**src/hdl/rss_pkg.sv**
```systemverilog
// Shared types, constants and helpers of the rotated sorted search core.
`default_nettype none

package rss_pkg;

   // Table geometry
   localparam int MAX_ENTRIES = 1024;
   localparam int IDX_W       = $clog2(MAX_ENTRIES);
   localparam int CNT_W       = $clog2(MAX_ENTRIES + 1);

   // Fixed field widths
   localparam int VAL_W = 32;
   localparam int POS_W = 10;
   localparam int EIX_W = 10;
   localparam int CSR_W = 11;

   // Command codes
   localparam logic CMD_WRITE  = 1'b0;
   localparam logic CMD_SEARCH = 1'b1;

   typedef logic signed [VAL_W-1:0] value_type;

   // Table port request from the sequencer
   typedef struct packed {
      logic             we;
      logic [IDX_W-1:0] addr;
      logic [VAL_W-1:0] wdata;
   } ram_req_type;

   // Finished search result from the sequencer
   typedef struct packed {
      logic             valid;
      logic             found;
      logic [POS_W-1:0] position;
   } result_type;

   // Midpoint of the half-open interval [lo, up), with up above lo
   function automatic logic [IDX_W-1:0] mid_of(input logic [CNT_W-1:0] lo,
                                               input logic [CNT_W-1:0] up);
      logic [CNT_W:0] sum;
      sum = {1'b0, lo} + {1'b0, up} - (CNT_W + 1)'(1);
      return sum[IDX_W:1];
   endfunction

endpackage

`default_nettype wire

```
**src/hdl/rss_seq.sv**
```systemverilog
// Search sequencer: walks the binary search through reads of the value table.
`default_nettype none

module rss_seq (
   input  wire logic                      clock,
   input  wire logic                      reset,
   input  wire logic                      req_valid,
   input  wire logic                      req_cmd,
   input  wire logic [rss_pkg::EIX_W-1:0] req_entry_index,
   input  wire rss_pkg::value_type        req_entry_value,
   input  wire rss_pkg::value_type        req_search_key,
   input  wire logic [rss_pkg::CNT_W-1:0] count,
   input  wire logic                      out_free,
   input  wire rss_pkg::value_type        ram_rdata,
   output      rss_pkg::ram_req_type      ram_req,
   output      rss_pkg::result_type       result,
   output      logic                      idle
);

   import rss_pkg::*;

   localparam logic [2:0] S_IDLE = 3'd0;
   localparam logic [2:0] S_MID  = 3'd1;
   localparam logic [2:0] S_LO   = 3'd2;
   localparam logic [2:0] S_HI   = 3'd3;
   localparam logic [2:0] S_DONE = 3'd4;

   logic [2:0]       state_ff, state_in;
   logic [CNT_W-1:0] lo_ff, lo_in;
   logic [CNT_W-1:0] up_ff, up_in;
   value_type        key_ff, key_in;
   value_type        vm_ff, vm_in;
   logic             found_ff, found_in;
   logic [POS_W-1:0] pos_ff, pos_in;

   logic [IDX_W-1:0] mid;
   logic [CNT_W-1:0] mid_next;
   logic [CNT_W-1:0] nlo, nup;
   logic             advance;

   assign mid      = mid_of(lo_ff, up_ff);
   assign mid_next = CNT_W'(mid) + CNT_W'(1);

   // Step the search: one table read per cycle
   always_comb begin
      state_in = state_ff;
      lo_in    = lo_ff;
      up_in    = up_ff;
      key_in   = key_ff;
      vm_in    = vm_ff;
      found_in = found_ff;
      pos_in   = pos_ff;
      nlo      = lo_ff;
      nup      = up_ff;
      advance  = 1'b0;
      ram_req.we    = 1'b0;
      ram_req.addr  = mid;
      ram_req.wdata = req_entry_value;

      case (state_ff)
         S_IDLE: begin
            if (req_valid) begin
               if (req_cmd == CMD_WRITE) begin
                  // Store the entry; drop indexes beyond the table
                  ram_req.we   = (32'(req_entry_index) < 32'(MAX_ENTRIES));
                  ram_req.addr = IDX_W'(req_entry_index);
               end else begin
                  key_in  = req_search_key;
                  nlo     = '0;
                  nup     = count;
                  advance = 1'b1;
               end
            end
         end
         S_MID: begin
            if (key_ff == ram_rdata) begin
               found_in = 1'b1;
               pos_in   = POS_W'(mid);
               state_in = S_DONE;
            end else begin
               vm_in        = ram_rdata;
               ram_req.addr = lo_ff[IDX_W-1:0];
               state_in     = S_LO;
            end
         end
         S_LO: begin
            if (ram_rdata <= vm_ff) begin
               // Left half sorted
               if (key_ff >= ram_rdata && key_ff < vm_ff) begin
                  nup = CNT_W'(mid);
               end else begin
                  nlo = mid_next;
               end
               advance = 1'b1;
            end else begin
               ram_req.addr = IDX_W'(up_ff - CNT_W'(1));
               state_in     = S_HI;
            end
         end
         S_HI: begin
            // Right half sorted
            if (key_ff > vm_ff && key_ff <= ram_rdata) begin
               nlo = mid_next;
            end else begin
               nup = CNT_W'(mid);
            end
            advance = 1'b1;
         end
         S_DONE: begin
            if (out_free) begin
               state_in = S_IDLE;
            end
         end
         default: begin
            state_in = S_IDLE;
         end
      endcase

      // Narrow the interval and read the next midpoint, or finish empty
      if (advance) begin
         lo_in        = nlo;
         up_in        = nup;
         ram_req.addr = mid_of(nlo, nup);
         if (nlo < nup) begin
            state_in = S_MID;
         end else begin
            found_in = 1'b0;
            pos_in   = '0;
            state_in = S_DONE;
         end
      end
   end

   // Hold control state
   always_ff @(posedge clock) begin
      if (reset) begin
         state_ff <= S_IDLE;
      end else begin
         state_ff <= state_in;
      end
   end

   // Hold search payload
   always_ff @(posedge clock) begin
      lo_ff    <= lo_in;
      up_ff    <= up_in;
      key_ff   <= key_in;
      vm_ff    <= vm_in;
      found_ff <= found_in;
      pos_ff   <= pos_in;
   end

   assign idle            = (state_ff == S_IDLE);
   assign result.valid    = (state_ff == S_DONE);
   assign result.found    = found_ff;
   assign result.position = pos_ff;

endmodule

`default_nettype wire

```
**config.mk**
```make
export PLATFORM = sky130hd
export DESIGN_NAME = rss_seq
export DESIGN_NICKNAME = d
export VERILOG_FILES = /design/src/hdl/rss_pkg.sv /design/src/hdl/rss_seq.sv
export SDC_FILE = /design/constraint.sdc
export NUM_CORES = 1
export LEC_CHECK = 0
export ABC_AREA = 0
export BUFFER_PORTS_ARGS = -buffer_cell sky130_fd_sc_hd__buf_4
export CAP_MARGIN = 20
export CORE_MARGIN = 2
export CORE_UTILIZATION = 55
export DETAILED_ROUTE_END_ITERATION = 7
export GPL_ROUTABILITY_DRIVEN = 0
export PLACE_DENSITY = 0.9
export SETUP_SLACK_MARGIN = 0.3
export SLEW_MARGIN = 20
export SYNTH_ARGS = -nofsm -noshare
export SYNTH_HDL_FRONTEND = slang
export SYNTH_SLANG_ARGS = --single-unit
```
**constraint.sdc**
```tcl
create_clock -name clock -period 7.1 [get_ports clock]
set_input_delay 1.065 -clock clock [delete_from_list [all_inputs] [get_ports clock]]
set_output_delay 1.065 -clock clock [all_outputs]
set_load 0.02 [all_outputs]
```
## Word level (Yosys, flattened, before mapping)

Cells that the tools add are included.

| storage, ports and cells | value |
|---|---|
| input bits | 122 |
| register bits | 100 |
| output and inout bits | 56 |

| cells by class | value |
|---|---|
| reductions and logical operators | 7 |
| $lt $le $gt $ge | 6 |
| add/subtract/negate cells | 6 |
| multiplexer cells | 37 |
| bitwise logic cells | 1 |
| equality and inequality tests | 8 |

Operators by type and width:

| operator | number |
|---|---|
| 11-bit 2-to-1 mux | 12 |
| 10-bit 2-to-1 mux | 7 |
| 11-bit one-hot mux with 3 select lines | 2 |
| 32-bit <= comparator | 2 |
| 32-bit == test | 1 |
| 32-bit >= comparator | 1 |
| 32-bit greater-than comparator | 1 |
| 32-bit less-than comparator | 1 |
| 10-bit one-hot mux with 3 select lines | 1 |
| 11-bit adder | 2 |
| 11-bit by 1-bit subtractor with 11-bit output, second input constant | 2 |
| 3-bit 2-to-1 mux | 5 |
| 3-bit one-hot mux with 4 select lines | 1 |
| 10-bit by 1-bit adder with 11-bit output, second input constant | 1 |
| 11-bit less-than comparator | 1 |
| 10-bit by 1-bit subtractor with 10-bit output, second input constant | 1 |
| 1-bit 2-to-1 mux | 8 |
| 3-bit by 2-bit == test with 1-bit output, second input constant | 2 |
| 3-bit AND reduction | 2 |
| 3-bit by 1-bit == test with 1-bit output, second input constant | 1 |
| 3-bit == test, second input constant | 1 |
| 3-bit zero test | 1 |
| 3-bit by 2-bit != test with 1-bit output, second input constant | 1 |
| 3-bit != test, second input constant | 1 |
| other kinds (6) | 7 |

## Logic depth before layout (Yosys ltp)

| logic depth | value |
|---|---|
| word-level depth | 9 |
| depth in mapped cells | 27 |

## Worst setup path after synthesis

Ideal clock, no wire load.

| timing | value |
|---|---|
| path kind | input -> output |
| start | input port ram_rdata[30] |
| end | output port ram_req[40] in the netlist's numbering |
| arrival | 5.860 ns |
| setup slack | 0.175 ns |
| cell stages on the path | 25 |
| cells stage by stage | ha_1 -> a21oi_1 -> nand2_1 -> a221o_1 -> o21ai_0 -> nand3_1 -> nand2_1 -> clkbuf_1 -> nand2_2 -> a211o_1 -> and2_1 -> a221oi_1 -> ha_1 -> ha_1 -> fa_1 -> a21oi_1 -> nor2_1 -> nor2_1 -> o21bai_1 -> a21oi_1 -> o21bai_1 -> a21oi_1 -> xnor2_1 -> nor2_1 -> a31oi_1 |

RTL lines:

| item | line | text |
|---|---|---|
| start, declared | rss_seq.sv:14 | `input wire rss_pkg::value_type ram_rdata,` |
| end, declared | rss_seq.sv:15 | `output rss_pkg::ram_req_type ram_req,` |

==> results_dict.tcl <==
set metrics [dict create \
    status "finished with violations" \
    violations "negative setup slack" \
    clk_pin_slew_worst_paths_ns 0.06 \
    yosys_most_used_dff "edfxtp_1" \
    synth_cells 910 \
    crit_path_end_kind "output port" \
    worst_clock_skew_ns 0.0119 \
    hold_violations 0 \
    antenna_cells 0 \
    drcViolationCount 0 \
    start_kind "input pin" \
    cts_buffers 9 \
    dp_hpwl_mm 18.5 \
    register_area_um2 2860 \
    cap_violations 0 \
    path_class "in -> out" \
    ant_nets 0 \
    routedWlPerCell_um 21.4 \
    root_buffer "clkbuf_16" \
    fp-row-count 45 \
    dpl_worst_slack_ns -0.178 \
    grt_pass1_wl_mm 39.8 \
    synth_edf_count 86 \
    setup_ws_ns -0.0222 \
    nFillCells 969 \
    synth_nets 1178 \
    drive_above_1_share_pct 26.7 \
    dr.pass1.iters 8 \
    grt_usage_pct 30.9 \
    slew_viol_final 0 \
    worstMarginPinSlew_ns 1.07 \
    clock_latency_ns 0.36 \
    port_buffers 113 \
    cts_tree "done" \
    start_util_pct 56.3 \
    crit_required_ns 6.03 \
    area_delta_synth_final_pct 24.5 \
    fmax_ghz 0.140 \
    relSlewSlack_pct 28.4 \
    synthTopCellsByArea "edfxtp_1, ha_1, inv_1" \
    rrSetupSlack_ns 1.39 \
    grt_pass1_vias 8041 \
    htreeDepth 3 \
    rsz0062_at_grt "true" \
    postCtsHoldBufs 0 \
    ys_warn_count 0 \
    clkSinkCount 100 \
    grt_max_degree 34 \
    vias 8136 \
    synth_area_per_cell_um2 9.44 \
    ys_ff_latch 100 \
    whs_path_depth 2 \
    core_area_um2 15300 \
    yosys.cell_types.count 66 \
    ys_async_sr_fraction_pct 0 \
    synth.most_common_cell "ha_1" \
    finalSetupViolations 1 \
    worst-path-max-fanout 4 \
    fin_crit_sh_pct 100 \
    hp-class "reg -> reg" \
    synth_top_area_share_pct 30.1 \
    antenna_found_initial 0 \
    clock_path_buffers 2 \
    ioPinCount 178 \
    drtIter0Drc 1297 \
    r2r_cells 23 \
    wl_mm 26.9 \
    ys_seq_area_share_pct 33.3 \
    viasPerCell 6.45 \
    arrival_ns 6.06 \
    synth.top_cells.by_count "ha_1, inv_1, edfxtp_1" \
    overflow 0 \
    multi_input_area_um2 5400 \
    syn_area_um2 8590 \
    fp.dieH_um 129 \
    final_nets 1313 \
    die_x_um 129 \
    yosys.area.top_type "edfxtp_1" \
    finalCriticalPeriod_ns 7.12 \
    die_area_um2 16600 \
]
==> critical path, stage by stage <==
cell,delay [ns]
buf_8,0.08
inv_4,0.03
ha_4,0.25
nand4_1,0.18
nor4_4,0.38
buf_4,0.18
a31o_4,0.17
a311oi_4,0.06
nor4_4,0.42
a21oi_4,0.13
buf_6,0.14
a211o_1,0.28
buf_4,0.16
a22oi_2,0.23
inv_1,0.12
ha_4,0.33
ha_4,0.21
a21o_1,0.19
a21oi_4,0.20
o21bai_2,0.10
a21oi_2,0.16
o21bai_1,0.13
a21oi_2,0.19
o21bai_1,0.08
a21oi_1,0.20
xnor2_1,0.16
o21ai_1,0.08
buf_4,0.16
==> through the flow <==
step | TNS [ns] | instances | hold WS (ns) | cell area (um^2) | utilization (%)
after CTS | 0 | 1249 | 0.449 | 10400 | 68.3
after floorplan | 0 | 910 | 0.426 | 8600 | -
after global placement | -0.0213 | 1217 | 0.435 | 9660 | 63.3
after global routing | -0.579 | 1261 | 0.491 | 10700 | 70.1
after detailed placement | -0.342 | 1217 | 0.439 | 9660 | 63.3
final | -0.0222 | 1261 | 0.461 | 10700 | 70.1
==> cells in the final DEF (no fill, tap or decap), types with 5 or more instances in the layout <==
master       n
o21ai_0     25
xor2_1       8
a21oi_2     10
ha_1       128
nand4_1     21
edfxtp_1    86
buf_4      165
o211ai_1     6
inv_2        7
o21bai_1     6
a22oi_1      7
inv_4        5
nand2_1     46
clkbuf_16    9
a221oi_1     9
nand2b_1     8
nand3_1     22
a221o_1     13
nor2b_1      8
a21o_1      14
buf_6        8
and2_1      11
mux2i_1     10
a21oi_1     60
inv_1      122
dfxtp_1     14
ha_4        16
xnor2_1     25
and4_1       8
a211oi_1     5
nor2_1      38
nor3_1      11
and3_1       5
a31oi_1      8
==> repair_timing <==
| item | CTS | global route |
|---|---|---|
| gates resized for setup | 64 | 37 |
| setup endpoints to repair | 6 | 7 |
| buffers inserted | 16 | 12 |
| pin swaps | 41 | 38 |
| cloned | 0 | 0 |
==> per-layer routing <==
metal	share of wire, %	up-vias	track usage [%]
met5	0	-	0
met2	46	613	50.7
met3	11	169	7.07
met1	37	3784	37.8
li1	-	3570	-
met4	5.8	0	16.7
==> kinds of logic (layout without fill, tap and decap cells) <==
logic type / count (synthesis) / count (layout) / synth area share [%]
compound gates: 226 / 226 / 18.2
simple gates: 206 / 206 / 12.6
buf+inv: 187 / 327 / 9.73
fa+ha+maj: 146 / 146 / 21.4
flops: 100 / 100 / 33.3
xor+xnor: 35 / 35 / 3.57
mux: 10 / 10 / 1.16
==> sequential cells by signal (all words and copies together), names as in the netlist <==
register	cells
key_ff	32
vm_ff	32
lo_ff	11
up_ff	11
pos_ff	10
state_ff	3
found_ff	1
==> cell type report <==
class / instances / area share [%]
repair buffers: 177 / 13.0
flip-flops and latches: 100 / 26.7
clock buffers: 10 / 2.14
inverters: 134 / 4.82
multi-input cells: 623 / 50.4
clock inverters: 6 / 0.386
well taps: 211 / 2.47
==> path summary, 6_finish.rpt <==
| check | from | endpoint |
|---|---|---|
| hold / removal | found_ff | found_ff |
| setup reg to reg | up_ff[2] | found_ff |
| setup / recovery | ram_rdata[11] | ram_req[41] |
| hold reg to reg | found_ff | found_ff |
Power is left out: the tool's default activity adds up to more than one toggle a clock period on the data nets, which glitch-free logic cannot reach.
